File: src/rtl/core/assert_macros.svh
// Assertion helpers. Each one expects clk and arst_n in scope.
`ifndef ASSERT_MACROS_SVH
`define ASSERT_MACROS_SVH

// The condition holds in the same cycle as the trigger.
`define KVT_ASSERT_NOW(lbl, trig, cond, msg) \
	lbl: assert property (@(posedge clk) disable iff (!arst_n) (trig) |-> (cond)) \
		else $error(msg);

// The condition holds in the cycle after the trigger.
`define KVT_ASSERT_NEXT(lbl, trig, cond, msg) \
	lbl: assert property (@(posedge clk) disable iff (!arst_n) (trig) |=> (cond)) \
		else $error(msg);

`endif

File: src/rtl/core/kvt_pkg.sv
`timescale 1ns / 1ps
package kvt_pkg;

	localparam int KVT_ENTRIES = 16;
	localparam int KEY_W = 32;
	localparam int VAL_W = 32;

	localparam logic [1:0] OP_CREATE = 2'd0;
	localparam logic [1:0] OP_READ   = 2'd1;
	localparam logic [1:0] OP_UPDATE = 2'd2;
	localparam logic [1:0] OP_DELETE = 2'd3;

	localparam logic [1:0] ST_OK        = 2'd0;
	localparam logic [1:0] ST_NOT_FOUND = 2'd1;
	localparam logic [1:0] ST_FULL      = 2'd2;

	typedef struct packed {
		logic [1:0]               opcode;
		logic signed [KEY_W-1:0]  req_key;
		logic signed [VAL_W-1:0]  req_value;
	} kvt_req_t;

	typedef struct packed {
		logic signed [VAL_W-1:0]  read_value;
		logic [1:0]               status;
	} kvt_rsp_t;

	// controller -> datapath
	typedef struct packed {
		logic       latch_req;
		logic       idx_clr;
		logic       idx_inc;
		logic       rd_en;
		logic       rd_next;
		logic       wr_en;
		logic       wr_tail;
		logic       wr_shift;
		logic       cnt_inc;
		logic       cnt_dec;
		logic       st_load;
		logic [1:0] st_code;
		logic       rv_load;
		logic       out_load;
	} kvt_cmd_t;

	// datapath -> controller
	typedef struct packed {
		logic [1:0] op;
		logic       at_end;
		logic       full;
		logic       last;
		logic       hit;
		logic       out_free;
	} kvt_sts_t;

endpackage

File: src/rtl/core/kvt_ram.sv
`timescale 1ns / 1ps
module kvt_ram #(
	parameter int WIDTH = 64,
	parameter int DEPTH = 16
) (
	input  logic                     clk,
	input  logic                     we,
	input  logic [$clog2(DEPTH)-1:0] waddr,
	input  logic [WIDTH-1:0]         wdata,
	input  logic                     re,
	input  logic [$clog2(DEPTH)-1:0] raddr,
	output logic [WIDTH-1:0]         rdata
);

	logic [WIDTH-1:0] mem_q [DEPTH];

	always_ff @(posedge clk) begin
		if (we) begin
			mem_q[waddr] <= wdata;
		end
		if (re) begin
			rdata <= mem_q[raddr];
		end
	end

endmodule

File: src/rtl/core/kvt_ctrl.sv
`timescale 1ns / 1ps
module kvt_ctrl
	import kvt_pkg::*;
(
	input  logic     clk,
	input  logic     arst_n,
	input  logic     req_valid,
	output logic     req_ready,
	input  kvt_sts_t sts,
	output kvt_cmd_t cmd
);

	localparam logic [2:0] S_IDLE   = 3'd0;
	localparam logic [2:0] S_DISP   = 3'd1;
	localparam logic [2:0] S_CREATE = 3'd2;
	localparam logic [2:0] S_SCAN   = 3'd3;
	localparam logic [2:0] S_CMP    = 3'd4;
	localparam logic [2:0] S_SHRD   = 3'd5;
	localparam logic [2:0] S_SHWR   = 3'd6;
	localparam logic [2:0] S_RESP   = 3'd7;

	logic [2:0] state_q;
	logic [2:0] state_d;

	assign req_ready = (state_q == S_IDLE);

	always_comb begin
		state_d = state_q;
		cmd     = '0;
		unique case (state_q)
			S_IDLE: begin
				if (req_valid) begin
					cmd.latch_req = 1'b1;
					cmd.idx_clr   = 1'b1;
					state_d       = S_DISP;
				end
			end
			S_DISP: begin
				state_d = (sts.op == OP_CREATE) ? S_CREATE : S_SCAN;
			end
			S_CREATE: begin
				cmd.st_load = 1'b1;
				if (sts.full) begin
					cmd.st_code = ST_FULL;
				end else begin
					cmd.st_code = ST_OK;
					cmd.wr_en   = 1'b1;
					cmd.wr_tail = 1'b1;
					cmd.cnt_inc = 1'b1;
				end
				state_d = S_RESP;
			end
			S_SCAN: begin
				if (sts.at_end) begin
					cmd.st_load = 1'b1;
					cmd.st_code = ST_NOT_FOUND;
					state_d     = S_RESP;
				end else begin
					cmd.rd_en = 1'b1;
					state_d   = S_CMP;
				end
			end
			S_CMP: begin
				if (sts.hit) begin
					cmd.st_load = 1'b1;
					cmd.st_code = ST_OK;
					unique case (sts.op)
						OP_READ: begin
							cmd.rv_load = 1'b1;
							state_d     = S_RESP;
						end
						OP_UPDATE: begin
							cmd.wr_en = 1'b1;
							state_d   = S_RESP;
						end
						OP_DELETE: begin
							state_d = S_SHRD;
						end
						default: begin
							state_d = S_RESP;
						end
					endcase
				end else begin
					cmd.idx_inc = 1'b1;
					state_d     = S_SCAN;
				end
			end
			S_SHRD: begin
				if (sts.last) begin
					cmd.cnt_dec = 1'b1;
					state_d     = S_RESP;
				end else begin
					cmd.rd_en   = 1'b1;
					cmd.rd_next = 1'b1;
					state_d     = S_SHWR;
				end
			end
			S_SHWR: begin
				cmd.wr_en    = 1'b1;
				cmd.wr_shift = 1'b1;
				cmd.idx_inc  = 1'b1;
				state_d      = S_SHRD;
			end
			S_RESP: begin
				if (sts.out_free) begin
					cmd.out_load = 1'b1;
					state_d      = S_IDLE;
				end
			end
			default: begin
				state_d = S_IDLE;
			end
		endcase
	end

	always_ff @(posedge clk or negedge arst_n) begin
		if (!arst_n) begin
			state_q <= S_IDLE;
		end else begin
			state_q <= state_d;
		end
	end

endmodule

File: src/rtl/core/kvt_dp.sv
`timescale 1ns / 1ps
module kvt_dp
	import kvt_pkg::*;
#(
	parameter int ENTRIES = KVT_ENTRIES
) (
	input  logic     clk,
	input  logic     arst_n,
	input  kvt_req_t req,
	output logic     rsp_valid,
	input  logic     rsp_ready,
	output kvt_rsp_t rsp,
	input  kvt_cmd_t cmd,
	output kvt_sts_t sts
);

	localparam int CW = $clog2(ENTRIES + 1);
	localparam int AW = $clog2(ENTRIES);
	localparam int DW = KEY_W + VAL_W;
	localparam logic [CW-1:0] FULL_CNT = CW'(ENTRIES);

	kvt_req_t               req_q;
	logic [CW-1:0]          cnt_q;
	logic [CW-1:0]          idx_q;
	logic [CW-1:0]          idx_nxt;
	logic [1:0]             st_q;
	logic signed [VAL_W-1:0] rv_q;
	logic                   rsp_valid_q;
	kvt_rsp_t               rsp_q;

	logic                   ram_we;
	logic [AW-1:0]          ram_waddr;
	logic [DW-1:0]          ram_wdata;
	logic [AW-1:0]          ram_raddr;
	logic [DW-1:0]          ram_rdata;

	assign idx_nxt = idx_q + 1'b1;

	// word layout: key in the upper half, value in the lower
	assign ram_we    = cmd.wr_en;
	assign ram_waddr = cmd.wr_tail ? cnt_q[AW-1:0] : idx_q[AW-1:0];
	assign ram_wdata = cmd.wr_shift ? ram_rdata : {req_q.req_key, req_q.req_value};
	assign ram_raddr = cmd.rd_next ? idx_nxt[AW-1:0] : idx_q[AW-1:0];

	kvt_ram #(
		.WIDTH(DW),
		.DEPTH(ENTRIES)
	) u_ram (
		.clk  (clk),
		.we   (ram_we),
		.waddr(ram_waddr),
		.wdata(ram_wdata),
		.re   (cmd.rd_en),
		.raddr(ram_raddr),
		.rdata(ram_rdata)
	);

	assign sts.op       = req_q.opcode;
	assign sts.at_end   = (idx_q == cnt_q);
	assign sts.full     = (cnt_q == FULL_CNT);
	assign sts.last     = (idx_nxt >= cnt_q);
	assign sts.hit      = (ram_rdata[DW-1:VAL_W] == req_q.req_key);
	assign sts.out_free = !rsp_valid_q || rsp_ready;

	always_ff @(posedge clk or negedge arst_n) begin
		if (!arst_n) begin
			cnt_q       <= '0;
			idx_q       <= '0;
			rsp_valid_q <= 1'b0;
		end else begin
			if (cmd.cnt_inc) begin
				cnt_q <= cnt_q + 1'b1;
			end else if (cmd.cnt_dec) begin
				cnt_q <= cnt_q - 1'b1;
			end
			if (cmd.idx_clr) begin
				idx_q <= '0;
			end else if (cmd.idx_inc) begin
				idx_q <= idx_nxt;
			end
			if (cmd.out_load) begin
				rsp_valid_q <= 1'b1;
			end else if (rsp_ready) begin
				rsp_valid_q <= 1'b0;
			end
		end
	end

	always_ff @(posedge clk) begin
		if (cmd.latch_req) begin
			req_q <= req;
			rv_q  <= '0;
		end else if (cmd.rv_load) begin
			rv_q <= $signed(ram_rdata[VAL_W-1:0]);
		end
		if (cmd.st_load) begin
			st_q <= cmd.st_code;
		end
		if (cmd.out_load) begin
			rsp_q.read_value <= rv_q;
			rsp_q.status     <= st_q;
		end
	end

	assign rsp_valid = rsp_valid_q;
	assign rsp       = rsp_q;

endmodule

File: src/rtl/core/key_value_table_core.sv
// Bounded key-value table kept in insertion order, ENTRIES deep. Each request word carries an
// opcode (create, read, update, delete), a key and a value, and yields exactly one response
// word with a status (ok, not found, full) and, for a successful read, the stored value;
// read_value is zero for any other outcome. Create appends at the tail and allows duplicate
// keys; read, update and delete act on the earliest entry with a matching key, and delete
// shifts the later entries down one slot so their order is kept. One request is in work at a
// time; req_ready is high only while the engine is idle, but a finished response sits in an
// output register, so the next request is taken while the previous response waits. Create
// passes through dispatch, append (or a full status) and respond; a search probes slots from
// the head, each probe a registered read of the single table RAM followed by a compare, and a
// delete then moves every later entry down with a read-then-write pair. The table contents
// need no clearing after reset; only the fill count, scan index, response valid flag and
// controller state are reset.
`timescale 1ns / 1ps
`include "assert_macros.svh"
module key_value_table_core
	import kvt_pkg::*;
#(
	parameter int ENTRIES = KVT_ENTRIES
) (
	input  logic     clk,
	input  logic     arst_n,
	// request channel
	input  logic     req_valid,
	output logic     req_ready,
	input  kvt_req_t req,
	// response channel
	output logic     rsp_valid,
	input  logic     rsp_ready,
	output kvt_rsp_t rsp
);

	kvt_cmd_t cmd;  // controller commands
	kvt_sts_t sts;  // datapath flags

	// sequencer: dispatch, scan, compact, respond
	kvt_ctrl u_ctrl (
		.clk      (clk),
		.arst_n   (arst_n),
		.req_valid(req_valid),
		.req_ready(req_ready),
		.sts      (sts),
		.cmd      (cmd)
	);

	// table RAM, fill count, scan index and response register
	kvt_dp #(
		.ENTRIES(ENTRIES)
	) u_dp (
		.clk      (clk),
		.arst_n   (arst_n),
		.req      (req),
		.rsp_valid(rsp_valid),
		.rsp_ready(rsp_ready),
		.rsp      (rsp),
		.cmd      (cmd),
		.sts      (sts)
	);

	// a word taken means the engine is busy the next cycle
	`KVT_ASSERT_NEXT(a_busy_after_accept, req_valid && req_ready, !req_ready,
		"request accepted but engine still idle")
	// never append past the last slot
	`KVT_ASSERT_NOW(a_no_overflow, cmd.cnt_inc, !sts.full, "append on a full table")
	// delete only retires an entry that the scan found
	`KVT_ASSERT_NOW(a_dec_in_range, cmd.cnt_dec, !sts.at_end, "delete with no live entry")
	// only a successful read carries a value
	`KVT_ASSERT_NOW(a_zero_value, rsp_valid && rsp.status != ST_OK, rsp.read_value == '0,
		"nonzero value on a failed request")

endmodule
File: config.mk
export PLATFORM = sky130hd
export DESIGN_NAME = key_value_table_core
export DESIGN_NICKNAME = d
export VERILOG_FILES = /design/src/rtl/core/kvt_pkg.sv /design/src/rtl/core/kvt_ram.sv /design/src/rtl/core/kvt_ctrl.sv /design/src/rtl/core/kvt_dp.sv /design/src/rtl/core/key_value_table_core.sv
export VERILOG_INCLUDE_DIRS = /design/src /design/src/rtl/core
export SDC_FILE = /design/constraint.sdc
export NUM_CORES = 1
export LEC_CHECK = 0
export BUFFER_PORTS_ARGS = -buffer_cell sky130_fd_sc_hd__buf_4
export CELL_PAD_IN_SITES_DETAIL_PLACEMENT = 0
export CELL_PAD_IN_SITES_GLOBAL_PLACEMENT = 1
export CORE_MARGIN = 5
export CORE_UTILIZATION = 35
export DETAILED_ROUTE_END_ITERATION = 12
export PLACE_DENSITY = 0.52
export SETUP_SLACK_MARGIN = 0.02
export SLEW_MARGIN = 20
export SYNTH_ARGS = -nofsm -noshare
export SYNTH_HDL_FRONTEND = slang
export SYNTH_HIERARCHICAL = 1
export SYNTH_SLANG_ARGS = --single-unit
File: constraint.sdc
create_clock -name clk -period 15.05 [get_ports clk]
set_input_delay 0.7525 -clock clk [delete_from_list [all_inputs] [get_ports clk]]
set_output_delay 0.7525 -clock clk [all_outputs]
set_load 0.05 [all_outputs]
==> flow_summary.yaml <==
sta:
  slew_viol_final: 0
  fmax_mhz: 170.4
  tightest_slew_ns: 1.093
  clock-skew-final_ns: 0.02813
  setup_viol: 0
  hold_viol: 0
  timing.final.crit_share_pct: 38.98
  slew_headroom_pct: 27.13
  tns_ns: 0
  grt_setup_unrepaired: "no"
  fin_crit_ns: 5.867
final_layout:
  final_util_pct: 40.75
  final_cell_mix: "edfxtp_1 (1190), mux4_2 (256), buf_4 (152)"
  areaGrowthSynthToFinish_pct: 15.94
  fin_area_um2: 54250
  instances_no_fill: 4178
  final_common_cell: "edfxtp_1"
  nNetsFinal: 2379
  drive_above_1_share_pct: 29.25
  num_antenna_cells: 0
  n_fill_cell: 11784
worst_setup_path:
  setup.worst_path.start_class: "flop"
  crit_fanout: 104
  arrival_ns: 6.35
  crit_path_end_kind: "flop"
  path_class: "flop to flop"
  ff2ff_path_depth: 14
  cp.required_ns: 15.53
cts:
  cts_made_buffers: 138
  path_clk_slew_ns: 0.06
  cts_buffer_depth: 3
  cts_resized: 0
  insertion_delay_ns: 0.75
  root_buffer: "clkbuf_16"
  clock_sinks: 1236
  tritoncts: "yes"
  cts-htree-levels: 4
min_path:
  hold_path.class: "input pin to flop"
  holdPathStages: 1
yosys:
  synth_top_area_cell: "edfxtp_1"
  ys_warn_count: 6
  synth_nets: 2190
  syn_area_per_cell_um2: 22.18
  synth_top_area_share_pct: 76.37
  synth_seq_cells: 1236
  netlist_area_um2: 46790
  synth_area_leaders: "edfxtp_1 (76%), mux4_2 (12%), a22oi_1 (2.1%), mux2_2 (1.7%), dfxtp_1 (1.4%)"
  ys_seq_area_share_pct: 78.49
  synth-async-reset-ratio_pct: 1.133
  synth_cells: 2110
  synth.distinct_cells: 49
  synth_ff_type: "edfxtp_1"
  synth_edf_count: 1190
global_routing:
  gr-total-overflow: 0
  grt_pass1_vias: 23212
  grt_max_degree: 157
  grt_pass1_wl_um: 168900
  grt_use_total_pct: 16.64
  antenna_found_initial: 4
power_and_ir_drop:
  fin_total_pwr_mw: 12.11
  leakagePower_nw: 17.20
  ir_drop_mv: 0.2553
  cellPowerDensity_nw_per_um2: 223.3
drt:
  dr_total_vias: 21737
  first_pass_iters: 5
  routedWlPerCell_um: 28.09
  drc_errors: 0
  first_iter_violations: 1753
  wirelength_um: 117400
  antenna_left: 0
  viasPerCell: 5.203
job:
  drv_cap: 0
status:
  status: "finished, final reports clean"
floorplan:
  dieArea_um2: 141100
  die_y_um: 375.6
  row_count: 134
  core_um2: 133100
  dieWidth_um: 375.6
  ios: 106
  start_util_pct: 35.15
place:
  finalWeightedCongestion: 0.7191
  hpwl_um: 58740
  dp_cells: 3926
  place_area_um2: 49750
  port-buffer-count: 105
==> synthesized netlist by cell type (all sizes together), types with 9 or more instances <==
cell type / count
edfxtp: 1190
mux4: 256
a22oi: 128
nand2: 78
mux2: 69
buf: 65
nor2: 56
clkbuf: 43
xor2: 37
mux2i: 34
dfxtp: 32
dfrtp: 14
nor4: 10
a21oi: 9
ha: 9
xnor2: 9
==> sequential cells by signal (all words and copies together), names as in the netlist <==
register / count
u_dp/req_q: 64
u_dp/rsp_valid: 1
u_dp/u_ram/mem_q: 1024
u_dp/idx_q: 5
u_dp/rv_q: 32
u_dp/cnt_q: 5
u_ctrl/state_q: 3
u_dp/st_q: 2
u_dp/rsp: 34
u_dp/u_ram/rdata: 64
u_dp/sts: 2
==> where the power goes <==
| group | leakage [nW] | switching, mW | internal [mW] |
|---|---|---|---|
| clock | 2.19 | 1.34 | 1.99 |
| combinational | 3.81 | 2.31 | 1.64 |
| sequential | 11.2 | 0.194 | 4.64 |
==> final cells by class <==
cell class	count	area, um2	area share, %
multi-input combinational	758	9589	17.67
sequential	1236	36730	67.69
tap	1768	2212	4.077
clock inverter	71	704.4	1.298
clock buffer	180	3779	6.965
timing repair buffer	157	1214	2.237
inverter	8	30.03	0.05535
==> metrics by stage <==
stage               hold slack [ns]  setup WS, ns
CTS                          0.1138         8.824
finish                       0.1799         9.183
detailed placement           0.4151         8.849
floorplan                    0.4003         7.877
global placement             0.4161         8.875
global route                 0.1283         8.583
==> kinds of logic after synthesis <==
group	count (synthesis)	share of synthesized area [%]
buf+inv	116	1.433
simple gates	188	1.797
flops	1236	78.49
compound gates	155	2.431
xor+xnor	46	0.8610
mux	359	14.71
fa+ha+maj	10	0.2834
==> timing repair <==
item | in CTS | in global routing
setup endpoints to repair | 0 | 0
hold buffers | 1 | 0
buffers inserted | 0 | 0
endpoints found under the hold margin | 14 | 0
==> critical path, stage by stage (launching register included) <==
cell and delay, ns:
dfrtp_1 0.60, ha_1 0.33, nand3_1 0.12, xnor2_1 0.15
ha_1 0.29, a21oi_1 0.15, o21ai_0 0.20, nor2_1 0.54
xor2_4 0.16, buf_4 0.48, buf_12 0.73, buf_4 0.85
mux4_2 0.61, a22oi_1 0.22, nand2_1 0.10
==> final timing paths <==
path                                            start                              to  slack [ns]
setup / recovery            u_dp/idx_q[0]$_DFFE_PN0P_  u_dp/u_ram/rdata[41]$_DFFE_PP_        9.18
hold / removal                                req[32]        u_dp/req_q[32]$_DFFE_PP_        0.18
setup reg to reg            u_dp/idx_q[0]$_DFFE_PN0P_  u_dp/u_ram/rdata[41]$_DFFE_PP_        9.18
hold reg to reg            u_dp/rv_q[29]$_SDFFE_PP0P_          u_dp/rsp[31]$_DFFE_PP_        0.42
max in group asynchronous                      arst_n      u_dp/rsp_valid$_DFFE_PN0P_       14.45
min in group asynchronous                      arst_n       u_dp/cnt_q[2]$_DFFE_PN0P_        0.42
==> layer usage <==
| layer | vias to the layer above | global-route usage (%) | wire length [um] |
|---|---|---|---|
| li1 | 9195 | - | - |
| met1 | 11862 | 23.48 | 52930 |
| met2 | 528 | 27.18 | 57220 |
| met3 | 152 | 2.844 | 5197 |
| met4 | 0 | 3.905 | 2016 |
| met5 | - | 0 | 0 |
(Power assumes the default switching activity.)
